File: src/hdl/hcb_pkg.sv
`timescale 1ns / 1ps
package hcb_pkg;

  localparam int unsigned CoordBits = 12;
  localparam int unsigned CountBits = 20;

  localparam logic [CoordBits-1:0] CoordMax = {CoordBits{1'b1}};
  localparam logic [CountBits-1:0] CountMax = {CountBits{1'b1}};

  // configuration register indexes
  typedef enum logic [2:0] {
    RegTargetHue    = 3'd0,
    RegHueTolerance = 3'd1,
    RegMinSat       = 3'd2,
    RegMinValue     = 3'd3,
    RegSampleStep   = 3'd4,
    RegMinArea      = 3'd5,
    RegFrameWidth   = 3'd6
  } reg_idx_e;

  typedef struct packed {
    logic [7:0]  target_hue;
    logic [6:0]  hue_tolerance;
    logic [6:0]  min_saturation;
    logic [6:0]  min_value;
    logic [2:0]  sample_step;
    logic [15:0] min_area;
    logic [12:0] frame_width;
  } cfg_t;

  // classified item passed from front to back
  typedef struct packed {
    logic                 hit;
    logic                 eof;
    logic [CoordBits-1:0] column;
    logic [CoordBits-1:0] row;
  } cls_t;

  typedef struct packed {
    logic        found;
    logic [12:0] cx2;
    logic [12:0] cy2;
    logic [11:0] bw;
    logic [11:0] bh;
    logic [19:0] count;
  } res_t;

endpackage

File: src/hdl/hcb_front.sv
`timescale 1ns / 1ps
module hcb_front (
  input  logic              clk_i,
  input  logic              rst_ni,
  input  hcb_pkg::cfg_t     cfg_i,
  input  logic              valid_i,
  output logic              stall_o,
  input  logic [7:0]        blue_i,
  input  logic [7:0]        green_i,
  input  logic [7:0]        red_i,
  input  logic              end_of_frame_i,
  output logic              cls_valid_o,
  input  logic              cls_stall_i,
  output hcb_pkg::cls_t     cls_o
);
  import hcb_pkg::*;

  logic                 acc;
  logic [CoordBits-1:0] col_q, col_d, row_q, row_d;
  logic [2:0]           cph_q, cph_d, rph_q, rph_d, step;
  logic                 s1_v_q, s2_v_q;
  logic                 adv;

  // stage 1 regs
  logic                 s1_samp_q, s1_eof_q;
  logic [CoordBits-1:0] s1_col_q, s1_row_q;
  logic [7:0]           mx_q, d_q;
  logic signed [17:0]   h_q;
  // stage 2 regs
  logic                 s2_hit_q, s2_eof_q;
  logic [CoordBits-1:0] s2_col_q, s2_row_q;

  assign adv     = !(s2_v_q && cls_stall_i);
  assign stall_o = !adv;
  assign acc     = valid_i && adv;
  assign step    = (cfg_i.sample_step == 3'd0) ? 3'd1 : cfg_i.sample_step;

  // raster counters
  always_comb begin
    col_d = col_q; row_d = row_q; cph_d = cph_q; rph_d = rph_q;
    if (end_of_frame_i) begin
      col_d = '0; row_d = '0; cph_d = '0; rph_d = '0;
    end else if (({1'b0, col_q} + 1'b1) >= (CoordBits+1)'(cfg_i.frame_width)
                 || col_q == CoordMax) begin
      col_d = '0; cph_d = '0;
      if (row_q != CoordMax) row_d = row_q + 1'b1;
      rph_d = ((4'(rph_q) + 4'd1) >= 4'(step)) ? 3'd0 : rph_q + 3'd1;
    end else begin
      col_d = col_q + 1'b1;
      cph_d = ((4'(cph_q) + 4'd1) >= 4'(step)) ? 3'd0 : cph_q + 3'd1;
    end
  end

  always_ff @(posedge clk_i or negedge rst_ni) begin
    if (!rst_ni) begin
      col_q <= '0; row_q <= '0; cph_q <= '0; rph_q <= '0;
    end else if (acc) begin
      col_q <= col_d; row_q <= row_d; cph_q <= cph_d; rph_q <= rph_d;
    end
  end

  // max, min and raw hue numerator
  logic [7:0]         mx, mn, dd;
  logic signed [17:0] h1;
  always_comb begin
    mx = red_i; mn = red_i;
    if (green_i > mx) mx = green_i;
    if (blue_i > mx)  mx = blue_i;
    if (green_i < mn) mn = green_i;
    if (blue_i < mn)  mn = blue_i;
    dd = mx - mn;
    if (red_i == mx) begin
      h1 = 18'sd60 * ($signed({10'd0, green_i}) - $signed({10'd0, blue_i}));
      if (h1 < 0) h1 = h1 + 18'sd360 * $signed({10'd0, dd});
    end else if (green_i == mx) begin
      h1 = 18'sd60 * ($signed({10'd0, blue_i}) - $signed({10'd0, red_i}))
           + 18'sd120 * $signed({10'd0, dd});
    end else begin
      h1 = 18'sd60 * ($signed({10'd0, red_i}) - $signed({10'd0, green_i}))
           + 18'sd240 * $signed({10'd0, dd});
    end
  end

  always_ff @(posedge clk_i or negedge rst_ni) begin
    if (!rst_ni) begin
      s1_v_q <= 1'b0;
    end else if (adv) begin
      s1_v_q <= valid_i;
    end
  end

  always_ff @(posedge clk_i) begin
    if (adv) begin
      s1_samp_q <= (cph_q == 3'd0) && (rph_q == 3'd0);
      s1_eof_q  <= end_of_frame_i;
      s1_col_q  <= col_q;
      s1_row_q  <= row_q;
      mx_q      <= mx;
      d_q       <= dd;
      h_q       <= h1;
    end
  end

  // threshold tests by cross multiplication
  logic signed [9:0]  lo_t, hi_t;
  logic signed [20:0] lo, hi, hh;
  logic               hit;
  always_comb begin
    lo_t = $signed({2'b0, cfg_i.target_hue}) - $signed({3'b0, cfg_i.hue_tolerance});
    hi_t = $signed({2'b0, cfg_i.target_hue}) + $signed({3'b0, cfg_i.hue_tolerance});
    lo   = 21'($signed({1'b0, d_q, 1'b0}) * lo_t);
    hi   = 21'($signed({1'b0, d_q, 1'b0}) * hi_t);
    hh   = 21'(h_q);
    hit  = s1_samp_q && (d_q != 8'd0) && (hh >= lo) && (hh <= hi)
           && (15'(d_q) * 15'd100 >= 15'(cfg_i.min_saturation) * 15'(mx_q))
           && (15'(mx_q) * 15'd100 >= 15'(cfg_i.min_value) * 15'd255);
  end

  always_ff @(posedge clk_i or negedge rst_ni) begin
    if (!rst_ni) begin
      s2_v_q <= 1'b0;
    end else if (adv) begin
      s2_v_q <= s1_v_q;
    end
  end

  always_ff @(posedge clk_i) begin
    if (adv) begin
      s2_hit_q <= hit;
      s2_eof_q <= s1_eof_q;
      s2_col_q <= s1_col_q;
      s2_row_q <= s1_row_q;
    end
  end

  assign cls_valid_o = s2_v_q;
  assign cls_o       = '{hit: s2_hit_q, eof: s2_eof_q, column: s2_col_q, row: s2_row_q};

endmodule

File: src/hdl/hcb_queue.sv
`timescale 1ns / 1ps
module hcb_queue (
  input  logic          clk_i,
  input  logic          rst_ni,
  input  logic          valid_i,
  output logic          stall_o,
  input  hcb_pkg::cls_t data_i,
  output logic          valid_o,
  input  logic          stall_i,
  output hcb_pkg::cls_t data_o
);
  import hcb_pkg::*;

  // two-entry fifo
  cls_t       mem_q [2];
  logic       wp_q, rp_q;
  logic [1:0] cnt_q;
  logic       push, pop;

  assign stall_o = (cnt_q == 2'd2);
  assign valid_o = (cnt_q != 2'd0);
  assign push    = valid_i && !stall_o;
  assign pop     = valid_o && !stall_i;
  assign data_o  = mem_q[rp_q];

  always_ff @(posedge clk_i) begin
    if (push) mem_q[wp_q] <= data_i;
  end

  always_ff @(posedge clk_i or negedge rst_ni) begin
    if (!rst_ni) begin
      wp_q <= 1'b0; rp_q <= 1'b0; cnt_q <= '0;
    end else begin
      if (push) wp_q <= ~wp_q;
      if (pop)  rp_q <= ~rp_q;
      cnt_q <= cnt_q + 2'(push) - 2'(pop);
    end
  end

endmodule

File: src/hdl/hcb_back.sv
`timescale 1ns / 1ps
module hcb_back (
  input  logic          clk_i,
  input  logic          rst_ni,
  input  hcb_pkg::cfg_t cfg_i,
  input  logic          valid_i,
  output logic          stall_o,
  input  hcb_pkg::cls_t cls_i,
  output logic          valid_o,
  input  logic          stall_i,
  output hcb_pkg::res_t res_o
);
  import hcb_pkg::*;

  logic [CountBits-1:0] cnt_q;
  logic [CoordBits-1:0] lc_q, gc_q, lr_q, gr_q;
  logic [CountBits-1:0] cnt_n;
  logic [CoordBits-1:0] lc_n, gc_n, lr_n, gr_n;
  logic                 acc;
  // stage a: frame totals awaiting area product
  logic                 a_v_q;
  logic [CountBits-1:0] a_cnt_q;
  logic [CoordBits-1:0] a_lc_q, a_gc_q, a_lr_q, a_gr_q;
  logic                 o_v_q;
  res_t                 o_q;
  logic                 o_free, a_free;
  logic [2:0]           step;
  logic [CountBits+5:0] area;
  logic                 found;

  assign o_free  = !o_v_q || !stall_i;
  assign a_free  = !a_v_q || o_free;
  assign stall_o = !a_free;
  assign acc     = valid_i && a_free;
  assign step    = (cfg_i.sample_step == 3'd0) ? 3'd1 : cfg_i.sample_step;

  // accumulator update with the current item
  always_comb begin
    cnt_n = cnt_q; lc_n = lc_q; gc_n = gc_q; lr_n = lr_q; gr_n = gr_q;
    if (cls_i.hit) begin
      if (cnt_q != CountMax) cnt_n = cnt_q + 1'b1;
      if (cls_i.column < lc_q) lc_n = cls_i.column;
      if (cls_i.column > gc_q) gc_n = cls_i.column;
      if (cls_i.row < lr_q)    lr_n = cls_i.row;
      if (cls_i.row > gr_q)    gr_n = cls_i.row;
    end
  end

  always_ff @(posedge clk_i or negedge rst_ni) begin
    if (!rst_ni) begin
      cnt_q <= '0; lc_q <= CoordMax; gc_q <= '0; lr_q <= CoordMax; gr_q <= '0;
      a_v_q <= 1'b0;
    end else begin
      if (a_free) a_v_q <= acc && cls_i.eof;
      if (acc) begin
        if (cls_i.eof) begin
          cnt_q <= '0; lc_q <= CoordMax; gc_q <= '0; lr_q <= CoordMax; gr_q <= '0;
        end else begin
          cnt_q <= cnt_n; lc_q <= lc_n; gc_q <= gc_n; lr_q <= lr_n; gr_q <= gr_n;
        end
      end
    end
  end

  always_ff @(posedge clk_i) begin
    if (acc && cls_i.eof) begin
      a_cnt_q <= cnt_n; a_lc_q <= lc_n; a_gc_q <= gc_n; a_lr_q <= lr_n; a_gr_q <= gr_n;
    end
  end

  // area test and result formatting
  assign area  = (CountBits+6)'(a_cnt_q) * (CountBits+6)'(step * step);
  assign found = area >= (CountBits+6)'(cfg_i.min_area);

  always_ff @(posedge clk_i or negedge rst_ni) begin
    if (!rst_ni) begin
      o_v_q <= 1'b0;
    end else if (o_free) begin
      o_v_q <= a_v_q;
    end
  end

  always_ff @(posedge clk_i) begin
    if (o_free && a_v_q) begin
      o_q.found <= found;
      o_q.count <= 20'(a_cnt_q);
      if (found && a_cnt_q != '0) begin
        o_q.cx2 <= 13'({1'b0, a_lc_q} + {1'b0, a_gc_q});
        o_q.cy2 <= 13'({1'b0, a_lr_q} + {1'b0, a_gr_q});
        o_q.bw  <= 12'(a_gc_q - a_lc_q);
        o_q.bh  <= 12'(a_gr_q - a_lr_q);
      end else begin
        o_q.cx2 <= '0; o_q.cy2 <= '0; o_q.bw <= '0; o_q.bh <= '0;
      end
    end
  end

  assign valid_o = o_v_q;
  assign res_o   = o_q;

endmodule

File: src/hdl/hsv_color_blob_bounding_box.sv
`timescale 1ns / 1ps
// hsv color blob bounding box
// pixels enter on valid_i/stall_o as blue, green, red and end_of_frame in
// raster order; an item is taken when valid_i is high and stall_o is low.
// each sampled pixel is tested against hue, saturation and value limits,
// matches widen a bounding box and are counted.
// one result leaves on valid_o/stall_i for each end-of-frame pixel, carrying
// found, doubled centre, box size and match count.
// throughput: one pixel per cycle while stall_o is low, set by the two-stage
// classify pipeline. a result passes both classify stages, queue, accumulate
// stage and result register. configuration is written via cfg_we_i,
// cfg_idx_i, cfg_data_i; the user must do so only while idle (not enforced).
// reset clears counters, accumulators and sets registers to defaults. a stall
// on the result side fills the queue and then raises stall_o.
module hsv_color_blob_bounding_box (
  input  logic        clk_i,
  input  logic        rst_ni,
  input  logic        cfg_we_i,
  input  logic [2:0]  cfg_idx_i,
  input  logic [15:0] cfg_data_i,
  input  logic        valid_i,
  output logic        stall_o,
  input  logic [7:0]  blue_i,
  input  logic [7:0]  green_i,
  input  logic [7:0]  red_i,
  input  logic        end_of_frame_i,
  output logic        valid_o,
  input  logic        stall_i,
  output logic        found_o,
  output logic [12:0] centre_x_doubled_o,
  output logic [12:0] centre_y_doubled_o,
  output logic [11:0] box_width_o,
  output logic [11:0] box_height_o,
  output logic [19:0] match_count_o
);
  import hcb_pkg::*;

  cfg_t cfg_q;
  logic cv, cs, qv, qs;
  cls_t cd, qd;
  res_t res;

  // configuration registers
  always_ff @(posedge clk_i or negedge rst_ni) begin
    if (!rst_ni) begin
      cfg_q <= '{target_hue: 8'd0, hue_tolerance: 7'd10, min_saturation: 7'd60,
                 min_value: 7'd20, sample_step: 3'd3, min_area: 16'd100,
                 frame_width: 13'd640};
    end else if (cfg_we_i) begin
      case (reg_idx_e'(cfg_idx_i))
        RegTargetHue:    cfg_q.target_hue     <= cfg_data_i[7:0];
        RegHueTolerance: cfg_q.hue_tolerance  <= cfg_data_i[6:0];
        RegMinSat:       cfg_q.min_saturation <= cfg_data_i[6:0];
        RegMinValue:     cfg_q.min_value      <= cfg_data_i[6:0];
        RegSampleStep:   cfg_q.sample_step    <= cfg_data_i[2:0];
        RegMinArea:      cfg_q.min_area       <= cfg_data_i;
        RegFrameWidth:   cfg_q.frame_width    <= cfg_data_i[12:0];
        default: ;
      endcase
    end
  end

  hcb_front u_front (
    .clk_i, .rst_ni, .cfg_i(cfg_q), .valid_i, .stall_o,
    .blue_i, .green_i, .red_i, .end_of_frame_i,
    .cls_valid_o(cv), .cls_stall_i(cs), .cls_o(cd)
  );

  hcb_queue u_queue (
    .clk_i, .rst_ni, .valid_i(cv), .stall_o(cs), .data_i(cd),
    .valid_o(qv), .stall_i(qs), .data_o(qd)
  );

  hcb_back u_back (
    .clk_i, .rst_ni, .cfg_i(cfg_q), .valid_i(qv), .stall_o(qs), .cls_i(qd),
    .valid_o, .stall_i, .res_o(res)
  );

  assign found_o            = res.found;
  assign centre_x_doubled_o = res.cx2;
  assign centre_y_doubled_o = res.cy2;
  assign box_width_o        = res.bw;
  assign box_height_o       = res.bh;
  assign match_count_o      = res.count;

endmodule
File: config.mk
export PLATFORM = sky130hd
export DESIGN_NAME = hsv_color_blob_bounding_box
export DESIGN_NICKNAME = d
export VERILOG_FILES = /design/src/hdl/hcb_pkg.sv /design/src/hdl/hcb_front.sv /design/src/hdl/hcb_queue.sv /design/src/hdl/hcb_back.sv /design/src/hdl/hsv_color_blob_bounding_box.sv
export SDC_FILE = /design/constraint.sdc
export NUM_CORES = 2
export LEC_CHECK = 0
export ABC_CLOCK_PERIOD_IN_PS = 20300
export BUFFER_PORTS_ARGS = -buffer_cell sky130_fd_sc_hd__buf_4
export CAP_MARGIN = 10
export CORE_UTILIZATION = 51
export CTS_BUF_LIST = sky130_fd_sc_hd__clkbuf_16
export DETAILED_ROUTE_END_ITERATION = 8
export PLACE_DENSITY = 0.67
export SLEW_MARGIN = 20
export SYNTH_ARGS = -nofsm -noshare
export SYNTH_HDL_FRONTEND = slang
export SYNTH_SLANG_ARGS = --single-unit
File: constraint.sdc
create_clock -name clk_i -period 20.3 [get_ports clk_i]
set_clock_uncertainty 0.1 [all_clocks]
set_input_delay 2.03 -clock clk_i [delete_from_list [all_inputs] [get_ports clk_i]]
set_output_delay 2.03 -clock clk_i [all_outputs]
set_load 0.005 [all_outputs]
======== Word level (Yosys, flattened, before mapping) ========
Memories as Yosys holds them, arrays and structs flattened.
Cells that the tools add are included.
storage, ports and cells
  logic and storage cells ................. 189
  output and inout bits ................... 73
  ROM bits ................................ 0
  memories ................................ 1
  register bits after elaboration ......... 392
  latch bits .............................. 0
  memory bits (writable) .................. 52
  input port bits ......................... 49
memories
  name           depth  width  read ports  clocked after memory_dff  write ports  line             RTL
  u_queue.mem_q  2      26     1           0                         1            hcb_queue.sv:15  cls_t mem_q [2];
cells by class
  shift-type cells ........................ 0
  muxes and demuxes ....................... 36
  div/mod/pow operators ................... 0
  $add $sub $neg .......................... 23
  bitwise gates (word level) .............. 2
  reduce and logical (&&, ||, !) cells .... 39
  multipliers ............................. 14
  equality and inequality tests ........... 12
  $lt $le $gt $ge ......................... 17
operators by type and width
  cell                                                                            count
  12-bit two-way mux                                                              17
  20-bit two-way mux                                                              3
  18-bit adder                                                                    3
  18-bit two-way mux                                                              3
  5-bit by 18-bit multiplier with 16-bit output (first input constant)            2
  8-bit two-way mux                                                               4
  15-bit greater-or-equal comparator                                              2
  8-bit by 8-bit subtractor with 9-bit output                                     3
  12-bit by 12-bit adder with 13-bit output                                       2
  26-bit by 16-bit greater-or-equal comparator with 1-bit output                  1
  20-bit by 6-bit multiplier with 26-bit output                                   1
  8-bit by 5-bit multiplier with 13-bit output (second input constant)            2
  12-bit by 1-bit adder with 12-bit output (second input constant)                2
  12-bit greater-than comparator                                                  2
  12-bit less-than comparator                                                     2
  4-bit by 8-bit multiplier with 12-bit output (first input constant)             2
  12-bit subtractor                                                               2
  3-bit two-way mux                                                               7
  20-bit by 1-bit adder with 20-bit output (second input constant)                1
  18-bit by 20-bit less-or-equal comparator with 1-bit output                     1
  20-bit != test (second input constant)                                          1
  20-bit nonzero test                                                             1
  18-bit by 19-bit greater-or-equal comparator with 1-bit output                  1
  18-bit by 1-bit less-than comparator with 1-bit output (second input constant)  1
  other kinds (36)                                                                77

======== Depth between registers and ports, before layout ========
  depth after elaboration ................. 9
  depth in mapped cells ................... 44
  mapped depth without buffers ............ 43

======== Modules after synthesis ========
From an unflattened synthesis, not the netlist that was laid out.
second synthesis, totals
  cells, all modules ...................... 4,632
  area, all modules ....................... 44,803.0 um2
modules (own cells, without submodules)
  module                       cells an instance  area each (um2)  instances  seq. area each (um2)
  hcb_front                    2,798              24,619.9         1          3,323.2
  hcb_back                     1,601              15,638.7         1          5,895.7
  hsv_color_blob_bounding_box  134                2,359.8          1          1,545.2
  hcb_queue                    99                 2,184.6          1          1,661.6

======== Worst setup path after synthesis ========
No wires, ideal clock.
  kind .................................... in2reg
  start ................................... input green_i[7]
  end ..................................... register u_front.h_q[17] (data pin)
  required time ........................... 20.024 ns
  setup time .............................. 0.176 ns
  cell stages on the path ................. 41
  buffers on the path ..................... 1
  arrival ................................. 10.961 ns
  setup slack ............................. 9.063 ns
  path through ............................ inv_1 ha_1 a21oi_2 o211ai_2 nor2_2 mux2i_1 ha_1 a21o_1 a21o_1 a221o_1 a41oi_2 o31ai_4 nand2_4 mux2i_1 ha_1 fa_1 nor2b_1 nor2b_1 (+5 left out) inv_1 fa_1 inv_1 ha_1 nand3_1 o211ai_1 o41ai_1 xnor2_1 ha_1 nand3_1 nand2_1 a41oi_1 a211o_1 or3b_2 o21ai_0 xnor2_1 nor2_1 o32ai_1
between the ends
  cells in the longest elaborated chain, start to end .. 9
  elaborated cells between the ends (all ways) .. 25
  those cells by class .................... add/sub (6); mul (5); order compare (5); eq/ne (2); mux (7)
RTL lines
  what                                                                                                          line                                               RTL
  start, declared                                                                                               hsv_color_blob_bounding_box.sv:24                  input logic [7:0] green_i,
  8-bit greater-than comparator or 8-bit less-than comparator (tied branches)                                   hcb_front.sv:67, hcb_front.sv:69
  8-bit two-way mux (on tied branches)                                                                          hcb_front.sv:67, hcb_front.sv:69
  8-bit greater-than comparator or 8-bit less-than comparator (tied branches)                                   hcb_front.sv:68, hcb_front.sv:70
  8-bit two-way mux (on tied branches)                                                                          hcb_front.sv:68, hcb_front.sv:70
  8-bit subtractor *                                                                                            hcb_front.sv:71                                    dd = mx - mn;
  named net u_front.dd[6]                                                                                       hcb_front.sv:63                                    logic [7:0] mx, mn, dd;
  4-bit by 8-bit multiplier with 12-bit output or 6-bit by 8-bit multiplier with 14-bit output (tied branches)  hcb_front.sv:77, hcb_front.sv:80, hcb_front.sv:74
  18-bit adder (on tied branches)                                                                               hcb_front.sv:80, hcb_front.sv:74, hcb_front.sv:77
  18-bit two-way mux (on tied branches)                                                                         hcb_front.sv:75, hcb_front.sv:74
  18-bit two-way mux *                                                                                          hcb_front.sv:72                                    if (red_i == mx) begin
  named net u_front.h1[17]                                                                                      hcb_front.sv:64                                    logic signed [17:0] h1;
  end signal, assigned                                                                                          hcb_front.sv:100                                   h_q <= h1;
  end, declared                                                                                                 hcb_front.sv:28                                    logic signed [17:0] h_q;
Mark *: on every way through the listed nets, which the timed path passes. The rest lies on a longest branch.
A chain may end at the register's enable or synchronous reset.

======== Worst setup path in the final report ========
  start ................................... input green_i[2]
  end ..................................... register u_front.h_q[17] (data pin)
between the ends
  cells in the longest elaborated chain, start to end .. 9
  elaborated cells between the ends (all ways) .. 25
  those cells by class .................... add/sub (6); mul (5); order compare (5); eq/ne (2); mux (7)
RTL lines
  what                                                                                                          line
  8-bit greater-than comparator or 8-bit less-than comparator (tied branches)                                   hcb_front.sv:67, hcb_front.sv:69
  8-bit two-way mux (on tied branches)                                                                          hcb_front.sv:67, hcb_front.sv:69
  8-bit greater-than comparator or 8-bit less-than comparator (tied branches)                                   hcb_front.sv:68, hcb_front.sv:70
  8-bit two-way mux (on tied branches)                                                                          hcb_front.sv:68, hcb_front.sv:70
  8-bit subtractor                                                                                              hcb_front.sv:71
  4-bit by 8-bit multiplier with 12-bit output or 6-bit by 8-bit multiplier with 14-bit output (tied branches)  hcb_front.sv:77, hcb_front.sv:80, hcb_front.sv:74
  18-bit adder (on tied branches)                                                                               hcb_front.sv:80, hcb_front.sv:74, hcb_front.sv:77
  18-bit two-way mux (on tied branches)                                                                         hcb_front.sv:75, hcb_front.sv:74
  18-bit two-way mux *                                                                                          hcb_front.sv:72
  named net u_front.h1[17]                                                                                      hcb_front.sv:64
Marks and branches as above.

==> results.ini <==
[run_status]
status=complete, no violations

[grt]
grt_pass1_wl_um=159000
gr-usage-met3_pct=2.02
antenna_found_initial=1
globalRoute.busiestLayer=met2
use_met2_pct=40.8
grt_use_met1_pct=28.7
grt_pass1_vias=31500
grt_util_all_layers_pct=22.6
gr-total-overflow=0
grt_max_degree=72

[floorplanning]
pin_count=122
fp-row-count=106
design.core.area_um2=84200
dieArea_um2=86800
initial_utilization_pct=51.9
dieWidth_um=295
dieHeight_um=295

[layout]
drive_gt1_share_pct=9.40
antenna_cells=0
final_util_pct=56.6
nNetsFinal=5543
area_growth_pct=9.14
nFillCells=7393

[clock_network]
root_buffer=clkbuf_16
cts_made_buffers=46
cts_buffer_depth=3
tritoncts_num_sinks=440
cts_tree=yes
htree_num_levels=2
post_cts_buffers=0
clk_pin_slew_ns=0.06
cts-resized-gates=0
holdBufCountCts=0
insertion_delay_ns=0.61

[sta]
finalMaxSlewViolations=0
min_period_over_period_pct=60.8
fmax_ghz=0.0811
tns_ns=0
period_minus_slack_ns=12.33
relSlewSlack_pct=30.3
rsz0062_at_grt=false
setup_viol_count_final=0
worstMarginPinSlew_ns=1.04
finalHoldViolations=0

[place]
port_buffers=121
place_congestion=0.905
dp_hpwl_um=76100

[synth]
synthCells=4448
ys_types=96
ys_seq_elements=440
ys.flop_type=edfxtp_1
syn_nets=5423
synth_top_area_share_pct=19.1
async_reset_ff_share_pct=38.0
yosys.area.top_type=ha_1
synthTopCellsByArea=ha_1 19%, edfxtp_1 19%, fa_1 12%
yosys_warnings=0
synth-seq-area-share_pct=28.4
synth-edff-count=273
syn_area_um2=43700
syn_area_per_cell_um2=9.82

[critical_path]
critPathLaunchType=input port
crit_type=in2reg
critPathMaxFanout=16
arrival_ns=12.65
critPathCapture=u_front.h_q[17]
reg2reg_to=u_front.s2_hit_q
crit_path_end_kind=register
rrSetupSlack_ns=10.83
cp_slowest_stage_delay_ns=0.67
cp-startpoint=green_i[2]
crit_path_top_delay_cell=o21ai_0
r2r_cells=37
worst_path_most_repeated_cell=ha_1
r2r_start=cfg_q[47]
worstPathRequired_ns=20.62

[detailed_routing]
drt_pass1_iterations=5
vias_per_cell=5.39
wl_per_cell_um=16.7
wirelength_um=95900
via_count=31000
first_iter_violations=1505
drtAntennaViolNets=0
drc=0

[flow_run]
drv_cap=0

[worst_hold_path]
hp-class=reg2reg

==> metal layers <==
metal,vias to the layer above,wire [um]
met2,502,48000
met3,126,2850
met5,-,13
li1,15400,-
met4,2,2540
met1,15000,42400
==> synth_stat cells, drive strengths merged, types with 8 or more instances <==
cell type	number
or3	12
o21ai	200
and2	131
a21boi	27
buf	13
nand3	59
xor2	86
a21o	76
mux2i	65
o21a	49
nor2	194
inv	709
o41ai	14
or2	8
mux2	98
a22o	26
nor3	44
ha	667
xnor2	206
fa	259
nand4	28
dfrtp	128
a2111oi	11
nor2b	38
nand2	353
a211oi	16
a31o	9
o211ai	9
o21bai	52
dfstp	39
o32a	22
nor4	18
clkbuf	77
a31oi	10
a211o	10
nand2b	62
and3	26
a21oi	226
edfxtp	273
o31ai	17
==> worst max-delay path, delay by kind of cell <==
| kind | cells | cell delay [ns] |
|---|---|---|
| compound gates | 15 | 4.50 |
| fa+ha+maj | 7 | 2.51 |
| simple gates | 9 | 1.58 |
| xor+xnor | 4 | 1.37 |
| buf+inv | 4 | 0.40 |
| mux | 1 | 0.27 |
==> sequential cells by signal, indices dropped and copies added, names as in the netlist, 16 cells and up <==
signal          cells
u_back.res_o       69
cfg_q              61
u_queue.mem_q      52
u_back.a_cnt_q     20
u_back.cnt_q       20
u_front.h_q        16
==> worst min-delay path by stage <==
| stage | from | end | slack, ns | cells past startpoint |
|---|---|---|---|---|
| after floorplan | u_front.s1_col_q[0] | u_front.s2_col_q[0] | 0.30 | 0 |
| after global placement | u_front.s1_row_q[2] | u_front.s2_row_q[2] | 0.30 | 0 |
| after detailed placement | u_front.s1_col_q[4] | u_front.s2_col_q[4] | 0.30 | 0 |
| after CTS | u_front.s1_col_q[2] | u_front.s2_col_q[2] | 0.29 | 0 |
| after global routing | u_front.s1_col_q[2] | u_front.s2_col_q[2] | 0.30 | 0 |
| final | u_front.s1_col_q[2] | u_front.s2_col_q[2] | 0.30 | 0 |
==> stage by stage <==
step,hold slack [ns],setup slack (ns),cells,instance area (um^2)
2_1_floorplan,0.300,9.06,4448,43700
3_3_place_gp,0.302,7.76,5654,46000
3_5_place_dp,0.305,7.49,5654,46000
4_1_cts,0.292,8.10,5740,47700
5_1_grt,0.301,7.18,5740,47700
6_report,0.301,7.97,5740,47700
==> cell families after synthesis <==
kind of cell    synth area share [%]
fa+ha+maj                       31.0
buf+inv                         6.95
mux                             4.11
simple gates                    11.1
xor+xnor                        5.98
flops                           28.4
compound gates                  12.4
==> cell usage in the layout, fill, tap and decap left out, types with 26 or more instances in the layout <==
cell type    n
a21oi_1    222
a21boi_0    26
xor2_1      85
o21bai_1    52
fa_1       259
buf_4      161
and3_1      26
xnor2_1    205
a21o_1      76
a22o_1      26
edfxtp_1   273
nor3_1      43
dfrtp_1    128
nand4_1     28
inv_1      710
o21a_1      49
and2_1     131
nor2_1     189
nand3_1     56
o21ai_0    193
nand2b_1    62
mux2_2      97
clkbuf_16   46
dfstp_2     39
ha_1       667
nor2b_1     38
nand2_1    351
mux2i_1     62
==> final cells by class <==
class | instances | area [um^2] | area share (%)
Clock inverter | 40 | 484 | 1.02
Tap cell | 1134 | 1420 | 2.98
Timing Repair Buffer | 162 | 1220 | 2.56
Inverter | 710 | 2670 | 5.59
Multi-Input combinational cell | 3208 | 28300 | 59.4
Sequential cell | 440 | 12400 | 26.1
Clock buffer | 46 | 1150 | 2.41
Power is not shown: default switching activity piles up to over one toggle a cycle in this logic, so the estimate is an artifact.
